--- config.mk ---
export PLATFORM = sky130hd
export DESIGN_NAME = hilbert_curve_step_generator_flat
export DESIGN_NICKNAME = d
export VERILOG_FILES = /design/src/hw/rtl/hcsg_pkg.sv /design/src/hw/rtl/hcsg_if.sv /design/src/hw/rtl/hcsg_index.sv /design/src/hw/rtl/hcsg_dir.sv /design/src/hw/rtl/hilbert_curve_step_generator.sv /design/src/flat_wrapper.sv
export SDC_FILE = /design/constraint.sdc
export NUM_CORES = 1
export LEC_CHECK = 0
export ABC_AREA = 1
export ABC_CLOCK_PERIOD_IN_PS = 4400
export BUFFER_PORTS_ARGS = -buffer_cell sky130_fd_sc_hd__buf_2
export CORE_ASPECT_RATIO = 0.8
export CORE_MARGIN = 2
export CORE_UTILIZATION = 62
export DETAILED_ROUTE_END_ITERATION = 10
export GPL_ROUTABILITY_DRIVEN = 0
export PLACE_DENSITY = 0.83
export SETUP_SLACK_MARGIN = 0.02
export SLEW_MARGIN = 30
export SYNTH_ARGS = -nofsm -noshare
export SYNTH_HDL_FRONTEND = slang
export SYNTH_SLANG_ARGS = --single-unit
--- constraint.sdc ---
create_clock -name clock -period 4.4 [get_ports clock]
set_input_delay 0.22 -clock clock [delete_from_list [all_inputs] [get_ports clock]]
set_output_delay 0.22 -clock clock [all_outputs]
set_load 0.05 [all_outputs]
--- src/hw/rtl/hcsg_pkg.sv ---
// ----------------------------------------------------------------------------
// hcsg_pkg
// Shared types, constants and decode functions of the Hilbert curve step
// generator.
// ----------------------------------------------------------------------------
package hcsg_pkg;

   localparam int MAX_ORDER  = 16;
   localparam int INDEX_W    = 2 * MAX_ORDER;
   localparam int ORDER_W    = $clog2(MAX_ORDER + 1);
   localparam int SHAMT_W    = $clog2(INDEX_W + 1);
   localparam int CFG_W      = 5;
   localparam int DIR_W      = 2;
   localparam int CSR_ADDR_W = 3;
   localparam int CSR_DATA_W = 32;

   // register index, taken from paddr[2]
   localparam logic CSR_CURVE_ORDER = 1'b0;

   localparam logic [CFG_W-1:0] CURVE_ORDER_RESET = CFG_W'(1);

   typedef enum logic [DIR_W-1:0] {
      DIR_0   = 2'd0,
      DIR_90  = 2'd1,
      DIR_180 = 2'd2,
      DIR_270 = 2'd3
   } dir_type;

   typedef enum logic [1:0] {
      SYM_A = 2'd0,
      SYM_B = 2'd1,
      SYM_C = 2'd2,
      SYM_D = 2'd3
   } sym_type;

   // item held between the index stage and the direction decode
   typedef struct packed {
      logic               valid;
      logic [INDEX_W-1:0] index;
      logic [ORDER_W-1:0] order;
      logic               last;
   } stage_type;

   // the child symbol of quadrant q is the parent symbol xor this mask:
   // quadrant 0 swaps A<->D and B<->C, quadrant 3 swaps A<->B and C<->D
   function automatic logic [1:0] sym_flip(input logic [1:0] quad);
      logic [1:0] flip;
      case (quad)
         2'd0:    flip = 2'd3;
         2'd3:    flip = 2'd1;
         default: flip = 2'd0;
      endcase
      return flip;
   endfunction

   // direction of the joining step after quadrant q of a block of symbol sym
   function automatic dir_type join_dir(input sym_type sym, input logic [1:0] quad);
      dir_type d;
      d = DIR_0;
      unique case (sym)
         SYM_A: begin
            case (quad)
               2'd0:    d = DIR_180;
               2'd1:    d = DIR_270;
               default: d = DIR_0;
            endcase
         end
         SYM_B: begin
            case (quad)
               2'd0:    d = DIR_90;
               2'd1:    d = DIR_0;
               default: d = DIR_270;
            endcase
         end
         SYM_C: begin
            case (quad)
               2'd0:    d = DIR_0;
               2'd1:    d = DIR_90;
               default: d = DIR_180;
            endcase
         end
         SYM_D: begin
            case (quad)
               2'd0:    d = DIR_270;
               2'd1:    d = DIR_180;
               default: d = DIR_90;
            endcase
         end
         default: d = DIR_0;
      endcase
      return d;
   endfunction

endpackage

--- src/hw/rtl/hcsg_if.sv ---
// ----------------------------------------------------------------------------
// hcsg request and response channels
// Valid/ready channels of the step generator, one beat per item.
// ----------------------------------------------------------------------------
interface hcsg_req_if;
   logic valid;
   logic ready;
   logic restart;

   modport source (output valid, output restart, input ready);
   modport sink   (input valid, input restart, output ready);
endinterface

interface hcsg_rsp_if;
   logic       valid;
   logic       ready;
   logic [1:0] direction;
   logic       last_step;

   modport source (output valid, output direction, output last_step, input ready);
   modport sink   (input valid, input direction, input last_step, output ready);
endinterface

--- src/hw/rtl/hcsg_index.sv ---
// ----------------------------------------------------------------------------
// hcsg_index
// Step counter: picks the index of each accepted request and registers it
// together with the effective order and the last-step flag.
// ----------------------------------------------------------------------------
module hcsg_index (
   input  logic                      clock,
   input  logic                      reset,
   input  logic                      in_valid,
   input  logic                      in_restart,
   input  logic                      load_en,
   input  logic [hcsg_pkg::CFG_W-1:0] curve_order,
   output hcsg_pkg::stage_type       stage
);
   import hcsg_pkg::*;

   logic [INDEX_W-1:0] step_index_ff;
   logic [INDEX_W-1:0] step_index_in;
   stage_type          stage_ff;
   stage_type          stage_in;

   logic [ORDER_W-1:0] eff_order;
   logic [SHAMT_W-1:0] shamt;
   logic [INDEX_W-1:0] total;
   logic [INDEX_W-1:0] use_index;
   logic               is_last;
   logic               accept;

   always_comb begin
      if (curve_order == '0) begin
         eff_order = ORDER_W'(1);
      end else if (curve_order > CFG_W'(MAX_ORDER)) begin
         eff_order = ORDER_W'(MAX_ORDER);
      end else begin
         eff_order = curve_order[ORDER_W-1:0];
      end
      shamt = SHAMT_W'({eff_order, 1'b0});
      // 4^order - 1 steps; a shift by the full width leaves all ones
      total = ~({INDEX_W{1'b1}} << shamt);
   end

   assign accept = in_valid && load_en;

   always_comb begin
      // restart, or an order change that left the index past the end
      if (in_restart || (step_index_ff >= total)) begin
         use_index = '0;
      end else begin
         use_index = step_index_ff;
      end
      is_last = (use_index == (total - INDEX_W'(1)));

      step_index_in = step_index_ff;
      stage_in      = stage_ff;
      if (load_en) begin
         stage_in.valid = in_valid;
      end
      if (accept) begin
         step_index_in  = is_last ? '0 : use_index + INDEX_W'(1);
         stage_in.index = use_index;
         stage_in.order = eff_order;
         stage_in.last  = is_last;
      end
   end

   always_ff @(posedge clock) begin
      if (reset) begin
         step_index_ff  <= '0;
         stage_ff.valid <= 1'b0;
      end else begin
         step_index_ff  <= step_index_in;
         stage_ff.valid <= stage_in.valid;
      end
      stage_ff.index <= stage_in.index;
      stage_ff.order <= stage_in.order;
      stage_ff.last  <= stage_in.last;
   end

   assign stage = stage_ff;

endmodule

--- src/hw/rtl/hcsg_dir.sv ---
// ----------------------------------------------------------------------------
// hcsg_dir
// Direction decode: finds the curve level at which the step lies, the
// symbol of that block from the digits above it, and registers the result.
// ----------------------------------------------------------------------------
module hcsg_dir (
   input  logic                clock,
   input  logic                reset,
   input  hcsg_pkg::stage_type stage,
   input  logic                out_ready,
   output logic                stage_ready,
   output logic                out_valid,
   output logic [1:0]          out_direction,
   output logic                out_last_step
);
   import hcsg_pkg::*;

   logic                 valid_ff;
   logic                 valid_in;
   dir_type              direction_ff;
   dir_type              direction_in;
   logic                 last_ff;
   logic                 last_in;

   logic [MAX_ORDER:0]   ones_below;
   logic [1:0]           sym_bits;
   logic [1:0]           sel_quad;
   logic [1:0]           join_quad;
   logic [INDEX_W-1:0]   low_mask;
   logic [1:0]           quad;
   logic                 in_range;
   logic                 top_hit;
   dir_type              dir_calc;

   // ones_below[i]: the 2*i low index bits are all ones
   always_comb begin
      for (int i = 0; i <= MAX_ORDER; i++) begin
         low_mask      = ~({INDEX_W{1'b1}} << (2 * i));
         ones_below[i] = ((stage.index & low_mask) == low_mask);
      end
   end

   always_comb begin
      sym_bits = SYM_A;
      sel_quad = 2'd0;
      for (int i = 0; i < MAX_ORDER; i++) begin
         quad     = stage.index[2*i +: 2];
         in_range = (int'(stage.order) >= i + 1);
         // levels above the joining one select sub-blocks
         if (in_range && !ones_below[i]) begin
            sym_bits = sym_bits ^ sym_flip(quad);
         end
         // the joining level is the highest in range with all ones below
         top_hit = (int'(stage.order) == i + 1) || !ones_below[i+1];
         if (in_range && ones_below[i] && top_hit) begin
            sel_quad = sel_quad | quad;
         end
      end
      join_quad = (sel_quad > 2'd2) ? 2'd2 : sel_quad;
      dir_calc  = join_dir(sym_type'(sym_bits), join_quad);
   end

   assign stage_ready = !valid_ff || out_ready;

   always_comb begin
      valid_in     = valid_ff;
      direction_in = direction_ff;
      last_in      = last_ff;
      if (stage_ready) begin
         valid_in     = stage.valid;
         direction_in = dir_calc;
         last_in      = stage.last;
      end
   end

   always_ff @(posedge clock) begin
      if (reset) begin
         valid_ff <= 1'b0;
      end else begin
         valid_ff <= valid_in;
      end
      direction_ff <= direction_in;
      last_ff      <= last_in;
   end

   assign out_valid     = valid_ff;
   assign out_direction = direction_ff;
   assign out_last_step = last_ff;

endmodule

--- src/hw/rtl/hilbert_curve_step_generator.sv ---
// ----------------------------------------------------------------------------
// hilbert_curve_step_generator
// Emits the unit-step directions of a Hilbert curve, one per request beat.
// ----------------------------------------------------------------------------
// Usage:
//   Each request beat (req_ch) yields exactly one response beat (rsp_ch) with
//   the direction of the next step (0, 90, 180 or 270 degrees as 0..3) and a
//   flag on the final step of the curve. After the final step the sequence
//   starts over; a request with restart set begins again at the first step.
//   curve_order is written over the APB-style port at address 0 while the
//   block is idle; 0 acts as order 1 and values above 16 act as order 16.
//   A request beat is registered first in the step counter register, then in
//   the direction output register, before its response is valid.
//   Throughput is one beat per cycle while the receiver takes responses, set
//   by the step counter update (one 32-bit compare and increment per cycle).
//   Reset puts the counter at the first step, empties both stages and sets
//   the order to 1. When the receiver stalls, the output register holds its
//   beat, the middle stage still takes one more request, and req_ch.ready
//   then drops until the response is taken.
// ----------------------------------------------------------------------------
module hilbert_curve_step_generator (
   input  logic                           clock,
   input  logic                           reset,
   hcsg_req_if.sink                       req_ch,
   hcsg_rsp_if.source                     rsp_ch,
   input  logic                           psel,
   input  logic                           penable,
   input  logic                           pwrite,
   input  logic [hcsg_pkg::CSR_ADDR_W-1:0] paddr,
   input  logic [hcsg_pkg::CSR_DATA_W-1:0] pwdata,
   output logic [hcsg_pkg::CSR_DATA_W-1:0] prdata,
   output logic                           pready
);
   import hcsg_pkg::*;

   logic [CFG_W-1:0] curve_order_ff;
   logic [CFG_W-1:0] curve_order_in;
   logic             csr_write;
   stage_type        stage;
   logic             stage_ready;
   logic             load_en;

   // configuration register
   assign pready    = 1'b1;
   assign csr_write = psel && penable && pwrite && pready;

   always_comb begin
      curve_order_in = curve_order_ff;
      if (csr_write && (paddr[2] == CSR_CURVE_ORDER)) begin
         curve_order_in = pwdata[CFG_W-1:0];
      end
      if (paddr[2] == CSR_CURVE_ORDER) begin
         prdata = CSR_DATA_W'(curve_order_ff);
      end else begin
         prdata = '0;
      end
   end

   always_ff @(posedge clock) begin
      if (reset) begin
         curve_order_ff <= CURVE_ORDER_RESET;
      end else begin
         curve_order_ff <= curve_order_in;
      end
   end

   assign load_en      = !stage.valid || stage_ready;
   assign req_ch.ready = load_en;

   hcsg_index u_index (
      .clock       (clock),
      .reset       (reset),
      .in_valid    (req_ch.valid),
      .in_restart  (req_ch.restart),
      .load_en     (load_en),
      .curve_order (curve_order_ff),
      .stage       (stage)
   );

   hcsg_dir u_dir (
      .clock         (clock),
      .reset         (reset),
      .stage         (stage),
      .out_ready     (rsp_ch.ready),
      .stage_ready   (stage_ready),
      .out_valid     (rsp_ch.valid),
      .out_direction (rsp_ch.direction),
      .out_last_step (rsp_ch.last_step)
   );

   // request side only backs up when both stages hold beats and output stalls
   a_stall_source: assert property (@(posedge clock) disable iff (reset)
      !req_ch.ready |-> (stage.valid && rsp_ch.valid && !rsp_ch.ready))
      else $error("request stalled without a full pipeline");

   a_order_range: assert property (@(posedge clock) disable iff (reset)
      stage.valid |-> (stage.order >= ORDER_W'(1) && stage.order <= ORDER_W'(MAX_ORDER)))
      else $error("effective order out of range");

   // a stage beat moves into the output register when it is free
   a_stage_moves: assert property (@(posedge clock) disable iff (reset)
      (stage.valid && stage_ready) |=> rsp_ch.valid)
      else $error("stage beat lost on its way to the output");

   a_last_first: assert property (@(posedge clock) disable iff (reset)
      (stage.valid && stage.last && stage.order == ORDER_W'(1)) |-> (stage.index == INDEX_W'(2)))
      else $error("order one curve ends on the wrong step");

endmodule
--- src/flat_wrapper.sv ---
// flat-port wrapper written by rule: the top's interface ports become plain ports
module hilbert_curve_step_generator_flat import hcsg_pkg::*;
  (clock, reset, psel, penable, pwrite, paddr, pwdata, prdata, pready, req_ch_valid, req_ch_restart, req_ch_ready, rsp_ch_valid, rsp_ch_direction, rsp_ch_last_step, rsp_ch_ready);
  hcsg_req_if req_ch_i ();
  hcsg_rsp_if rsp_ch_i ();
  input  logic clock;
  input  logic reset;
  input  logic psel;
  input  logic penable;
  input  logic pwrite;
  input  logic [hcsg_pkg::CSR_ADDR_W-1:0] paddr;
  input  logic [hcsg_pkg::CSR_DATA_W-1:0] pwdata;
  output logic [hcsg_pkg::CSR_DATA_W-1:0] prdata;
  output logic pready;
  input wire logic [$bits(req_ch_i.valid)-1:0] req_ch_valid;
  input wire logic [$bits(req_ch_i.restart)-1:0] req_ch_restart;
  output wire logic [$bits(req_ch_i.ready)-1:0] req_ch_ready;
  output wire logic [$bits(rsp_ch_i.valid)-1:0] rsp_ch_valid;
  output wire logic [$bits(rsp_ch_i.direction)-1:0] rsp_ch_direction;
  output wire logic [$bits(rsp_ch_i.last_step)-1:0] rsp_ch_last_step;
  input wire logic [$bits(rsp_ch_i.ready)-1:0] rsp_ch_ready;
  assign req_ch_i.valid = req_ch_valid;
  assign req_ch_i.restart = req_ch_restart;
  assign req_ch_ready = req_ch_i.ready;
  assign rsp_ch_valid = rsp_ch_i.valid;
  assign rsp_ch_direction = rsp_ch_i.direction;
  assign rsp_ch_last_step = rsp_ch_i.last_step;
  assign rsp_ch_i.ready = rsp_ch_ready;
  hilbert_curve_step_generator u_core (.clock(clock), .reset(reset), .req_ch(req_ch_i), .rsp_ch(rsp_ch_i), .psel(psel), .penable(penable), .pwrite(pwrite), .paddr(paddr), .pwdata(pwdata), .prdata(prdata), .pready(pready));
endmodule
==> results.json <==
{
  "postCtsHoldBufs": 0,
  "coreArea_mm2": 0.0135,
  "synth-seq-cells": 80,
  "finalWorstPathRequiredPeriod_ns": 4.06,
  "relSlewSlack_pct": 49.6,
  "hp-start": "pwdata[0]",
  "totalWireLength_mm": 24.1,
  "post-route-util_pct": 69.1,
  "fmax_ghz": 0.246,
  "port_buffers": 23,
  "maxCapViolations": 0,
  "crit_slowest_cell": "dfxtp_1",
  "cts_sinks": 80,
  "worstPathArrival_ns": 4.34,
  "grt_pass1_wl_mm": 39.3,
  "dr.pass1.iters": 6,
  "rsz0062_at_grt": "no",
  "grt_max_degree": 39,
  "fin_worst_skew_ns": 0.0130,
  "wl_per_cell_um": 15.3,
  "start_kind": "flip-flop",
  "cts_tree": "built",
  "clock_path_buffers": 2,
  "die_y_um": 108,
  "synth.avg_cell_area_um2": 6.35,
  "timing.rr.start": "u_core.curve_order_ff[2]",
  "gr-total-overflow": 0,
  "cp_top_family": "simple AND/OR/NAND/NOR gates",
  "outcome": "completed",
  "fin_nets": 1500,
  "setup_tns_ns": 0,
  "place_hpwl_mm": 19.0,
  "antenna_found_initial": 0,
  "yosys_warnings": 0,
  "place_area_mm2": 0.00894,
  "clkLatencyLatePin_ns": 0.36,
  "leakage_uw": 0.00442,
  "vdd_drop_max_mv": 0.180,
  "die-width_um": 135,
  "cp_slowest_stage_delay_ns": 0.45,
  "crit_buf_inv": 2,
  "drt_iter0_drc": 952,
  "start_util_pct": 62.8,
  "die_area_mm2": 0.0146,
  "synth_cells": 1330,
  "area_growth_pct": 10.1,
  "tightest_slew_ns": 0.757,
  "r2r_slack_ns": 0.34,
  "final_cell_area_mm2": 0.00930,
  "hold_violations": 0,
  "vias_per_cell": 5.53,
  "post-place-ws_ns": 0.163,
  "end_kind": "flip-flop",
  "ys_seq_area_share_pct": 23.8,
  "critPathRequiredTime_ns": 4.67,
  "ant_nets": 0,
  "crit_fanout": 16,
  "synth_edf_count": 41,
  "drive_gt1_share_pct": 12.3,
  "ios": 81,
  "root_buffer": "clkbuf_16",
  "vias": 8720,
  "yosys.cell_types.count": 47,
  "timing.final.crit_share_pct": 92.4,
  "grt_pass1_vias": 8186,
  "fin_ws_ns": 0.336,
  "async_flop_share_pct": 0,
  "cts.clk_slew.worst_paths_ns": 0.07,
  "drc": 0,
  "cts_buffers": 9,
  "hp-class": "input port to flip-flop",
  "ys.flop_type": "edfxtp_1",
  "setup_violations": 0,
  "slew_violations": 0,
  "grt_util_all_layers_pct": 34.5,
  "core.rowCount": 38,
  "synthesis.area_mm2": 0.00845,
  "crit_start": "u_core.curve_order_ff[2]",
  "critical_path_class": "flip-flop to flip-flop",
  "num_antenna_cells": 0,
  "power_density_mw_per_mm2": 244,
  "htreeDepth": 3,
  "cpMostUsedCell": "nand2_1"
}
## metrics by stage
step	instances	power [µW]	hold WS, ns
2_1_floorplan	1361	1330	0.350
3_3_place_gp	1560	1430	0.413
3_5_place_dp	1560	1440	0.418
4_1_cts	1576	2250	0.0875
5_1_grt	1576	2370	0.128
6_report	1576	2270	0.0908
## placed cells by master (no fill, tap or decap), drive strengths merged, types with 4 or more instances in the layout
cell	netlist	routed
nand3b	14	14
nand4	17	17
nor3	41	41
edfxtp	41	41
xor2	18	18
clkbuf	9	10
dfxtp	39	39
or2	4	4
o21ai	25	25
nand2	382	382
nand3	102	102
conb	2	33
o22ai	5	5
ha	66	66
xnor2	5	5
inv	204	205
a21oi	63	63
clkinv	1	4
buf	41	69
nor2	232	232
## where the power goes
part | internal (µW) | switching (µW) | total, µW | leakage [µW]
Clock | 481 | 340 | 821 | 0.000156
Sequential | 812 | 19.5 | 831 | 0.000738
Combinational | 183 | 432 | 615 | 0.00353
## synthesized netlist by cell type, types with 3 or more instances
cell type	instances	area, µm²
nor2_4	27	304
nor2_8	3	60.1
buf_6	6	67.6
inv_1	196	736
dfxtp_1	39	781
edfxtp_1	41	1230
nor2_1	182	683
nand2_4	3	33.8
nand2_2	5	31.3
o21ai_0	22	110
inv_2	8	30.0
xnor2_1	5	43.8
nand2_1	374	1400
xor2_1	18	158
nor4_1	3	18.8
buf_4	29	218
nor3_2	3	30.0
nor2_2	20	125
o22ai_1	5	31.3
or2_2	4	25.0
and3_1	3	18.8
clkbuf_1	9	33.8
nand3_2	3	30.0
ha_1	66	826
a21oi_1	61	305
nand3_1	99	495
nand3b_1	14	105
nand4_1	15	93.8
nor3_1	38	190
## repair_timing
action	in CTS	in global routing
setup endpoints to repair	0	33
setup buffers	0	0
endpoints found under the hold margin	0	0
gates resized for setup	0	9
## cell type report
cell class	count	area [µm²]
Fill cell	1170	4150
Sequential cell	80	2010
Multi-Input combinational cell	1026	5450
Timing Repair Buffer	69	523
Inverter	205	769
Clock buffer	10	250
Tap cell	180	225
Clock inverter	6	75.1
## metal layers
layer | vias to the layer above | routed length (µm) | track usage, %
li1 | 4282 | - | -
met1 | 3856 | 9770 | 45.3
met2 | 498 | 10600 | 55.7
met3 | 84 | 2680 | 5.20
met4 | 0 | 1040 | 17.4
met5 | - | 0 | 0
## tightest hold or removal path: cells and delay by family
kind                   cells  cell delay [ns]
buffers and inverters      1             0.08
AOI/OAI and AO/OA          1             0.07
and+or+nand+nor            1             0.05
## registers in the layout (all words and copies together), names as in the netlist
signal                        cells
u_core.curve_order_ff             5
u_core.u_dir.out_direction        2
u_core.u_dir.out_last_step        1
u_core.u_dir.out_valid            1
u_core.u_index.stage             39
u_core.u_index.step_index_ff     32
## cells by family (layout without fill, tap and decap cells)
logic type               count (synthesis)  after routing  synth area share [%]
AO/OA/AOI/OAI                          104            104                  6.74
XOR/XNOR                                23             23                  2.38
adder cells (fa/ha/maj)                 66             66                  9.78
buffers and inverters                  255            290                  13.4
flip-flops                              80             80                  23.8
other                                    2             33                0.0889
AND/OR/NAND/NOR                        800            800                  43.7
## final timing paths
path	endpoint	depth (start not counted)
max reg2reg	u_core.u_index.step_index_ff[10]	25
max	u_core.u_index.step_index_ff[10]	25
min reg2reg	u_core.u_dir.out_last_step	0
min	u_core.curve_order_ff[0]	3
No activity file was read; power rests on OpenSTA's default activity.
